===== config.mk =====
export PLATFORM = sky130hd
export DESIGN_NAME = ordered_array_insert_remove
export DESIGN_NICKNAME = d
export VERILOG_FILES = /design/src/hw/rtl/oai_pkg.sv /design/src/hw/rtl/ordered_array_insert_remove.sv /design/src/hw/rtl/oai_cell.sv
export SDC_FILE = /design/constraint.sdc
export NUM_CORES = 2
export LEC_CHECK = 0
export BUFFER_PORTS_ARGS = -buffer_cell sky130_fd_sc_hd__buf_2
export CAP_MARGIN = 5
export CELL_PAD_IN_SITES_DETAIL_PLACEMENT = 1
export CELL_PAD_IN_SITES_GLOBAL_PLACEMENT = 2
export CORE_MARGIN = 2
export CORE_UTILIZATION = 30
export DETAILED_ROUTE_END_ITERATION = 10
export PLACE_DENSITY_LB_ADDON = 0.3
export SLEW_MARGIN = 0
export SYNTH_ARGS = -nofsm -noshare
export SYNTH_HDL_FRONTEND = slang
export SYNTH_HIERARCHICAL = 1
export SYNTH_SLANG_ARGS = --single-unit

===== constraint.sdc =====
create_clock -name clk_i -period 20.9 [get_ports clk_i]
set_input_delay 2.09 -clock clk_i [delete_from_list [all_inputs] [get_ports clk_i]]
set_output_delay 2.09 -clock clk_i [all_outputs]
set_load 0.05 [all_outputs]

===== src/hw/rtl/oai_pkg.sv =====
// Shared types and constants of the ordered array insert/remove block.
package oai_pkg;

  localparam int POS_W   = 8;
  localparam int WORD_W  = 32;
  localparam int INDEX_W = 6;
  localparam int COUNT_W = 7;

  typedef enum logic [1:0] {
    OP_INSERT     = 2'd0,
    OP_REMOVE_AT  = 2'd1,
    OP_REMOVE_VAL = 2'd2,
    OP_DUMP       = 2'd3
  } op_e;

  typedef enum logic [2:0] {
    ST_OK        = 3'd0,
    ST_FULL      = 3'd1,
    ST_RANGE     = 3'd2,
    ST_NOT_FOUND = 3'd3,
    ST_EMPTY     = 3'd4
  } status_e;

  typedef struct packed {
    op_e                operation;
    logic [POS_W-1:0]   position;
    logic [WORD_W-1:0]  data_word;
  } in_item_t;

  typedef struct packed {
    status_e             status;
    logic [WORD_W-1:0]   element_value;
    logic [INDEX_W-1:0]  element_index;
    logic [COUNT_W-1:0]  item_count;
    logic                last;
  } out_item_t;

  // Command broadcast to every cell of the chain.
  typedef enum logic [2:0] {
    CELL_HOLD      = 3'd0,
    CELL_INSERT    = 3'd1,
    CELL_SHIFT_AT  = 3'd2,
    CELL_SHIFT_HIT = 3'd3,
    CELL_ROTATE    = 3'd4
  } cell_cmd_e;

  typedef struct packed {
    cell_cmd_e           cmd;
    logic [POS_W-1:0]    pos;
    logic [COUNT_W-1:0]  cnt;
  } cell_ctl_t;

endpackage


===== src/hw/rtl/ordered_array_insert_remove.sv =====
// Top level of the ordered array: command sequencer and a chain of storage cells.
// Insert and remove at a position: result in the cycle after start, busy stays low, one item a cycle.
// Remove by value: compare in S_CMP, shift in S_HIT; the result is registered from S_HIT, busy in both states.
// Dump: one result per stored word on consecutive cycles, each registered from S_DUMP; busy while dumping.
// Reset empties the array and sets the match mask to all ones; results cannot be stalled.
module ordered_array_insert_remove #(
  parameter int CAPACITY   = 16,
  parameter int DATA_WIDTH = 32
) (
  input  logic               clk_i,
  input  logic               rst_ni,
  input  logic               start,
  output logic               busy,
  input  oai_pkg::in_item_t  in_item_i,
  output logic               result_valid_o,
  output oai_pkg::out_item_t result_o,
  input  logic               cfg_valid_i,
  output logic               cfg_ready_o,
  input  logic [31:0]        cfg_data_i
);
  import oai_pkg::*;

  localparam int CNT_W = $clog2(CAPACITY + 1);
  localparam int IDX_W = (CAPACITY > 1) ? $clog2(CAPACITY) : 1;

  typedef enum logic [1:0] {
    S_IDLE,
    S_CMP,
    S_HIT,
    S_DUMP
  } state_e;

  state_e             state_q;
  logic [CNT_W-1:0]   count_q;
  logic [IDX_W-1:0]   idx_q;
  logic [WORD_W-1:0]  mask_q;
  logic [DATA_WIDTH-1:0] key_q;
  logic               res_valid_q;
  out_item_t          res_q;

  cell_ctl_t             ctl;
  logic [DATA_WIDTH-1:0] vals [CAPACITY];
  logic [CAPACITY:0]     hit_w;

  logic             accept;
  logic             full;
  logic             empty;
  logic [CNT_W-1:0] cnt_inc, cnt_dec;
  logic [POS_W-1:0] count_pos, pos_eff;
  logic             dump_last;

  assign accept    = start && (state_q == S_IDLE);
  assign busy      = (state_q != S_IDLE);
  assign full      = (count_q == CNT_W'(CAPACITY));
  assign empty     = (count_q == '0);
  assign cnt_inc   = count_q + CNT_W'(1);
  assign cnt_dec   = count_q - CNT_W'(1);
  assign count_pos = POS_W'(count_q);
  assign pos_eff   = (in_item_i.position > count_pos) ? count_pos : in_item_i.position;
  assign dump_last = (CNT_W'(idx_q) == cnt_dec);

  assign cfg_ready_o    = 1'b1;
  assign result_valid_o = res_valid_q;
  assign result_o       = res_q;

  // Command for the cell chain.
  always_comb begin
    ctl.cmd = CELL_HOLD;
    ctl.pos = in_item_i.position;
    ctl.cnt = COUNT_W'(count_q);
    unique case (state_q)
      S_IDLE: begin
        if (accept) begin
          unique case (in_item_i.operation)
            OP_INSERT: begin
              if (!full) begin
                ctl.cmd = CELL_INSERT;
                ctl.pos = pos_eff;
              end
            end
            OP_REMOVE_AT: begin
              if (!empty && (in_item_i.position < count_pos)) begin
                ctl.cmd = CELL_SHIFT_AT;
              end
            end
            default: ctl.cmd = CELL_HOLD;
          endcase
        end
      end
      S_CMP:   ctl.cmd = CELL_HOLD;
      S_HIT:   ctl.cmd = CELL_SHIFT_HIT;
      S_DUMP:  ctl.cmd = CELL_ROTATE;
      default: ctl.cmd = CELL_HOLD;
    endcase
  end

  assign hit_w[0] = 1'b0;

  for (genvar i = 0; i < CAPACITY; i++) begin : g_cell
    logic [DATA_WIDTH-1:0] prev_w, next_w;
    if (i == 0) begin : g_first
      assign prev_w = vals[i];
    end else begin : g_mid_prev
      assign prev_w = vals[i-1];
    end
    if (i == CAPACITY - 1) begin : g_last
      assign next_w = vals[i];
    end else begin : g_mid_next
      assign next_w = vals[i+1];
    end

    oai_cell #(
      .DATA_WIDTH (DATA_WIDTH),
      .INDEX      (i)
    ) u_cell (
      .clk_i   (clk_i),
      .ctl_i   (ctl),
      .word_i  (DATA_WIDTH'(in_item_i.data_word)),
      .prev_i  (prev_w),
      .next_i  (next_w),
      .head_i  (vals[0]),
      .key_i   (key_q),
      .mask_i  (DATA_WIDTH'(mask_q)),
      .hit_i   (hit_w[i]),
      .hit_o   (hit_w[i+1]),
      .value_o (vals[i])
    );
  end

  always_ff @(posedge clk_i or negedge rst_ni) begin
    if (!rst_ni) begin
      state_q     <= S_IDLE;
      count_q     <= '0;
      idx_q       <= '0;
      mask_q      <= '1;
      key_q       <= '0;
      res_valid_q <= 1'b0;
      res_q       <= '0;
    end else begin
      if (cfg_valid_i) begin
        mask_q <= cfg_data_i;
      end
      res_valid_q <= 1'b0;
      unique case (state_q)
        S_IDLE: begin
          if (accept) begin
            res_q.status        <= ST_OK;
            res_q.element_value <= '0;
            res_q.element_index <= '0;
            res_q.item_count    <= COUNT_W'(count_q);
            res_q.last          <= 1'b1;
            key_q               <= DATA_WIDTH'(in_item_i.data_word);
            unique case (in_item_i.operation)
              OP_INSERT: begin
                res_valid_q <= 1'b1;
                if (full) begin
                  res_q.status <= ST_FULL;
                end else begin
                  count_q          <= cnt_inc;
                  res_q.item_count <= COUNT_W'(cnt_inc);
                end
              end
              OP_REMOVE_AT: begin
                res_valid_q <= 1'b1;
                if (empty) begin
                  res_q.status <= ST_EMPTY;
                end else if (in_item_i.position >= count_pos) begin
                  res_q.status <= ST_RANGE;
                end else begin
                  count_q          <= cnt_dec;
                  res_q.item_count <= COUNT_W'(cnt_dec);
                end
              end
              OP_REMOVE_VAL: begin
                if (empty) begin
                  res_valid_q  <= 1'b1;
                  res_q.status <= ST_EMPTY;
                end else begin
                  state_q <= S_CMP;
                end
              end
              OP_DUMP: begin
                if (empty) begin
                  res_valid_q  <= 1'b1;
                  res_q.status <= ST_EMPTY;
                end else begin
                  idx_q   <= '0;
                  state_q <= S_DUMP;
                end
              end
              default: state_q <= S_IDLE;
            endcase
          end
        end
        S_CMP: begin
          state_q <= S_HIT;
        end
        S_HIT: begin
          res_valid_q <= 1'b1;
          state_q     <= S_IDLE;
          if (hit_w[CAPACITY]) begin
            count_q          <= cnt_dec;
            res_q.status     <= ST_OK;
            res_q.item_count <= COUNT_W'(cnt_dec);
          end else begin
            res_q.status <= ST_NOT_FOUND;
          end
        end
        S_DUMP: begin
          // The head cell always holds the next word while the chain rotates.
          res_valid_q         <= 1'b1;
          res_q.status        <= ST_OK;
          res_q.element_value <= WORD_W'(vals[0]);
          res_q.element_index <= INDEX_W'(idx_q);
          res_q.item_count    <= COUNT_W'(count_q);
          res_q.last          <= dump_last;
          if (dump_last) begin
            idx_q   <= '0;
            state_q <= S_IDLE;
          end else begin
            idx_q <= idx_q + IDX_W'(1);
          end
        end
        default: state_q <= S_IDLE;
      endcase
    end
  end

  a_count_bound: assert property (@(posedge clk_i) disable iff (!rst_ni)
    count_q <= CNT_W'(CAPACITY))
    else $error("stored count exceeds capacity");

  a_insert_grows: assert property (@(posedge clk_i) disable iff (!rst_ni)
    (accept && (in_item_i.operation == OP_INSERT) && !full) |=> (count_q == $past(cnt_inc)))
    else $error("insert did not grow the count");

  a_dump_streams: assert property (@(posedge clk_i) disable iff (!rst_ni)
    (state_q == S_DUMP) |=> result_valid_o)
    else $error("dump cycle produced no result");

  a_idle_quiet: assert property (@(posedge clk_i) disable iff (!rst_ni)
    ((state_q == S_IDLE) && !start) |=> !result_valid_o)
    else $error("result without an accepted item");

  a_cmp_to_hit: assert property (@(posedge clk_i) disable iff (!rst_ni)
    (state_q == S_CMP) |=> ((state_q == S_HIT) && !result_valid_o))
    else $error("compare cycle not followed by shift cycle");

endmodule


===== src/hw/rtl/oai_cell.sv =====
// One storage cell of the ordered chain: holds a word and trades it with its neighbors.
module oai_cell #(
  parameter int DATA_WIDTH = 32,
  parameter int INDEX      = 0
) (
  input  logic                  clk_i,
  input  oai_pkg::cell_ctl_t    ctl_i,
  input  logic [DATA_WIDTH-1:0] word_i,
  input  logic [DATA_WIDTH-1:0] prev_i,
  input  logic [DATA_WIDTH-1:0] next_i,
  input  logic [DATA_WIDTH-1:0] head_i,
  input  logic [DATA_WIDTH-1:0] key_i,
  input  logic [DATA_WIDTH-1:0] mask_i,
  input  logic                  hit_i,
  output logic                  hit_o,
  output logic [DATA_WIDTH-1:0] value_o
);
  import oai_pkg::*;

  localparam logic [POS_W-1:0]   MY_POS   = POS_W'(INDEX);
  localparam logic [COUNT_W-1:0] MY_CNT   = COUNT_W'(INDEX);
  localparam logic [COUNT_W-1:0] NEXT_CNT = COUNT_W'(INDEX + 1);

  logic [DATA_WIDTH-1:0] value_q, value_d;
  logic                  match_q, match_d;
  logic                  shift_hit;

  // A cell at or after the first match moves down by one.
  assign shift_hit = hit_i | match_q;
  assign hit_o     = shift_hit;
  assign value_o   = value_q;

  assign match_d = (MY_CNT < ctl_i.cnt) && (((value_q ^ key_i) & mask_i) == '0);

  always_comb begin
    value_d = value_q;
    unique case (ctl_i.cmd)
      CELL_HOLD: value_d = value_q;
      CELL_INSERT: begin
        if (MY_POS > ctl_i.pos) begin
          value_d = prev_i;
        end else if (MY_POS == ctl_i.pos) begin
          value_d = word_i;
        end
      end
      CELL_SHIFT_AT: begin
        if (MY_POS >= ctl_i.pos) begin
          value_d = next_i;
        end
      end
      CELL_SHIFT_HIT: begin
        if (shift_hit) begin
          value_d = next_i;
        end
      end
      CELL_ROTATE: begin
        // The last occupied cell takes the head word, the rest move down.
        if (NEXT_CNT == ctl_i.cnt) begin
          value_d = head_i;
        end else begin
          value_d = next_i;
        end
      end
      default: value_d = value_q;
    endcase
  end

  always_ff @(posedge clk_i) begin
    value_q <= value_d;
    match_q <= match_d;
  end

endmodule

# == Word level (Yosys, flattened, before mapping) ==
# Index checks and enable logic that the tools add are counted.
# classes
n_mul,0
div,0
n_shift,0
magnitude_cmp,50
add_sub_neg,3
muxes,140
n_eq_ne,104
n_reduce_logical,71
bitwise,47
# op_table
cell,count
2-to-1 mux 32 bit,78
case mux 32 bit (4 select lines),15
bitwise AND 32 bit,16
logical NOT 32 bit,16
bitwise XOR 32 bit,16
case mux 38 bit (2 select lines),1
"inequality test 2 x 1 -> 1 bit, second input constant",34
"== test 4 x 8 -> 1 bit, first input constant",8
"> comparator 4 x 8 -> 1 bit, first input constant",8
case mux 32 bit (2 select lines),1
AND reduction 4 bit,15
"greater-or-equal comparator 4 x 8 -> 1 bit, first input constant",7
"inequality test 3 x 1 -> 1 bit, second input constant",17
2-to-1 mux 49 bit,1
"== test 4 x 5 -> 1 bit, first input constant",8
"less-than comparator 4 x 5 -> 1 bit, first input constant",8
2-to-1 mux 5 bit,8
"== test 3 x 8 -> 1 bit, first input constant",4
"greater-or-equal comparator 3 x 8 -> 1 bit, first input constant",4
"> comparator 3 x 8 -> 1 bit, first input constant",4
case mux 5 bit (2 select lines),3
2-to-1 mux 8 bit,3
case mux 7 bit (3 select lines),1
"== test 3 x 5 -> 1 bit, first input constant",4
56 further kinds,135
# totals
mem_bits_ro,0
in_bits,78
elab_cells,458
n_memories,0
latchBits,0
ramBits,0
regBits,653
out_inout_bits,52

# == Depth between registers and ports, before layout ==
# depth
word_depth,17
ltp_mapped,20
ltp_nobuf,20

# == Cells and area by module ==
# Netlist, hierarchy kept.
# by_module_without_submodules
module,area_per_inst_um2,seq_area_each_um2,n_inst,cells_per_inst
ordered_array_insert_remove,5616.6,3067.9,1,581
oai_cell (g_cell[1].u_cell),2602.5,980.9,1,246
oai_cell (g_cell[7].u_cell),2547.4,980.9,1,213
oai_cell (g_cell[10].u_cell),2546.2,980.9,1,217
oai_cell (g_cell[12].u_cell),2504.9,980.9,1,215
oai_cell (g_cell[9].u_cell),2419.8,980.9,1,253
oai_cell (g_cell[5].u_cell),2411.1,980.9,1,216
oai_cell (g_cell[13].u_cell),2377.3,980.9,1,252
oai_cell (g_cell[11].u_cell),2363.5,980.9,1,215
oai_cell (g_cell[2].u_cell),2359.8,980.9,1,249
oai_cell (g_cell[8].u_cell),2359.8,980.9,1,214
oai_cell (g_cell[14].u_cell),2351.0,980.9,1,213
oai_cell (g_cell[6].u_cell),2349.8,980.9,1,213
oai_cell (g_cell[15].u_cell),2348.5,980.9,1,212
3 more rows,--,--,--,--

# == Worst setup path after synthesis ==
# No wires, ideal clock.
# synth_timing
path_kind,input to register
start,in in_item_i[36] (netlist name)
end,reg g_cell[2].u_cell.value_q[0] (enable)
path_stages,10
t_required_ps,20367
slack_ps,11398
path_buffers,0
setup_ps,533
arrival_ps,8969
path_cell_list,ha_1 -> and3_1 -> and3_1 -> a21oi_1 -> o211ai_1 -> o21ai_0 -> o21ai_0 -> or4_4 -> a2111o_1 -> o311ai_0
# synth_lines
element,line_no,source
"start, declared",ordered_array_insert_remove.sv:14,"input oai_pkg::in_item_t in_item_i,"
"end signal, assigned",oai_cell.sv:69,value_q <= value_d;
"end, declared",oai_cell.sv:24,"logic [DATA_WIDTH-1:0] value_q, value_d;"

==> flow_summary.json <==
{
  "drc": 0,
  "hold_path_class": "reg -> reg",
  "wl_per_cell_um": 32.8,
  "setup_tns_ps": 0,
  "finClkSkew_ps": 32.0,
  "required_ps": 21280,
  "yosys_register_bits": 649,
  "path_clk_slew_ps": 60,
  "critPathArrivalTime_ps": 6610,
  "drt_iter0_markers": 4064,
  "setup_viol": 0,
  "drt_pass1_iterations": 7,
  "grt_pass1_vias": 38371,
  "ios": 130,
  "worstSkewPairLatency_ps": 700,
  "drive_gt1_share_pct": 16.7,
  "synthFlopType": "edfxtp_1",
  "detail-route-antenna-nets": 0,
  "io_buffers": 124,
  "crit_path_end_kind": "register",
  "critPathKind": "reg -> reg",
  "p_leak_nw": 18.1,
  "grt_util_all_layers_pct": 26.6,
  "r2r_setup_slack_ps": 14670,
  "fin_ws_ps": 14670,
  "num_vias": 37206,
  "die_h_um": 387,
  "final_nets": 4343,
  "yosysWarningCount": 6,
  "via_per_inst": 5.96,
  "final_cell_mix": "517 x xor2_1, 512 x edfxtp_1, 507 x nand2_1",
  "ctsResizeCount": 0,
  "seq_area_frac_synth_pct": 42.7,
  "critPathLaunchType": "register",
  "fillers": 16258,
  "cts_buffers": 81,
  "netlist_area_um2": 43900,
  "wl_um": 205000,
  "cp_max_fo": 32,
  "grt_pass1_wl_um": 292000,
  "die_x_um": 387,
  "grt_overflow": 0,
  "syn_inst": 4115,
  "hold_buffers": 0,
  "slew_violations": 0,
  "status": "finished, final reports clean",
  "hold_ws_ps": 477,
  "synth-edff-count": 512,
  "start_util_pct": 30.2,
  "final_common_cell": "xor2_1",
  "tightestPinTransition_ps": 1180,
  "period_share_pct": 29.8,
  "hold_viol": 0,
  "peakVddDrop_uv": 116,
  "antenna_found_initial": 14,
  "htreeDepth": 3,
  "powerDensity_nw_per_um2": 149,
  "core_area_um2": 145000,
  "min_period_ps": 6230,
  "grt_start_max_net_pins": 77,
  "avgSynthCellArea_um2": 10.7,
  "layout-area-overhead-vs-synth_pct": 12.9,
  "dieArea_um2": 149000,
  "clock-sinks": 649,
  "cap_violations": 0,
  "place_hpwl_um": 150000,
  "ys_async_sr_fraction_pct": 18.6,
  "rows": 140,
  "synth.distinct_cells": 105,
  "post-place-ws_ps": 14030,
  "rsz0062_at_grt": "false",
  "postCtsSetupBuffers": 0,
  "fmax_mhz": 161,
  "max-slew-margin-rel_pct": 21.1,
  "cts_buffer_depth": 3,
  "gp_congestion": 0.972,
  "cts_tree": "built",
  "cts-root-buf": "clkbuf_16"
}
-- synthesized netlist by cell type (15+ instances only) --
library cell	count	share of area [%]
xor2_1	517	10
edfxtp_1	512	35
nand2_1	512	4.4
mux2i_1	388	8.8
a22oi_1	347	5.9
o21ai_1	276	3.1
o21ai_0	172	2.0
a21oi_1	125	1.4
clkbuf_1	103	0.88
a221o_1	96	2.2
a22oi_2	94	2.7
dfrtp_1	89	5.1
a221oi_1	68	1.4
a22o_1	68	1.4
buf_2	58	0.66
a222oi_1	53	1.2
nand3_1	47	0.54
inv_1	46	0.39
nor2_1	37	0.32
buf_6	36	0.92
dfstp_2	32	1.9
mux2_2	32	0.82
o211ai_2	30	0.86
nand4_1	28	0.40
nor2b_1	27	0.38
nor3_1	22	0.25
buf_8	21	0.72
buf_4	18	0.31
nand2b_1	18	0.26
nor4_1	18	0.26
dfxtp_1	16	0.73
or2_2	16	0.23
nor3b_1	15	0.26
-- flip-flops by register name, summed over array words and instances (netlist names) --
| signal | count |
|---|---|
| result_valid_o | 1 |
| count_q | 5 |
| g_cell.u_cell/match_q | 16 |
| result_o | 45 |
| state_q | 2 |
| g_cell.u_cell/value_o | 512 |
| idx_q | 4 |
| mask_q | 32 |
| key_q | 32 |
-- final timing paths --
check	start	to	cells past startpoint
worst max-delay path	g_cell[0].u_cell/match_q$_DFF_P_	g_cell[15].u_cell/value_o[30]$_DFFE_PP_	21
worst min-delay path	key_q[4]$_DFFE_PN0P_	key_q[4]$_DFFE_PN0P_	2
worst max register to register	g_cell[0].u_cell/match_q$_DFF_P_	g_cell[15].u_cell/value_o[30]$_DFFE_PP_	21
min in group asynchronous	rst_ni	result_o[33]$_DFFE_PN0P_	1
max in group asynchronous	rst_ni	key_q[17]$_DFFE_PN0P_	2
worst min register to register	key_q[4]$_DFFE_PN0P_	key_q[4]$_DFFE_PN0P_	2
-- stage by stage --
step,area (um2),power [W],utilization [%],cells
6_report,49500,0.00740,34.1,6245
5_1_grt,49500,0.00769,34.1,6244
4_1_cts,49500,0.00736,34.1,6240
3_5_place_dp,46800,0.00587,32.2,6091
3_3_place_gp,46800,0.00581,32.2,6091
2_1_floorplan,44000,0.00445,-,4153
-- power breakdown --
group / internal, W / switching [W]
registers: 0.00194 / 0.000347
logic: 0.00111 / 0.00254
clock network: 0.000858 / 0.000617
-- worst max-delay path, cell delays in order (launching register included) --
cell and delay (ps):
dfxtp_1 300, or2_2 300, or2_2 290, or2_2 290
or2_2 290, or2_1 250, or2_2 300, or2_2 300
or2_2 300, or2_2 300, or2_2 310, or2_2 300
or2_2 290, or2_2 300, or2_2 300, or2_2 290
or2_2 370, nand2_1 90, o21ai_0 80, a21oi_1 260
o21ai_4 70, buf_4 280
-- cell type report --
cell class,count,area (um2),share of cell area (%)
Multi-Input combinational cell,3204,23700,47.9
Sequential cell,649,18800,37.9
Tap cell,1917,2400,4.84
Clock buffer,115,2390,4.83
Timing Repair Buffer,274,1750,3.54
Clock inverter,34,307,0.619
Inverter,47,176,0.356
Antenna cell,5,12.5,0.0253
-- cells by family (layout without fill, tap and decap cells) --
kind of cell             Yosys count  in the layout  share of synthesized area [%]
adder cells (fa/ha/maj)            8              8                          0.228
multiplexers                     421            421                           9.69
AND/OR/NAND/NOR                  812            812                           9.00
flip-flops                       649            649                           42.7
buffers and inverters            300            470                           4.28
XOR/XNOR                         525            525                           10.5
other                              2             45                         0.0171
AO/OA/AOI/OAI                   1398           1398                           23.6
-- routing by layer --
metal  global-route usage (%)  part of all wire, %  up-vias
li1                         -                    -    16157
met1                     36.9                   45    19034
met2                     40.8                   44     1602
met3                     3.46                  6.4      413
met4                     12.8                  5.4        0
met5                        0                    0        -
Note: power is estimated with default switching activity, not from simulation.
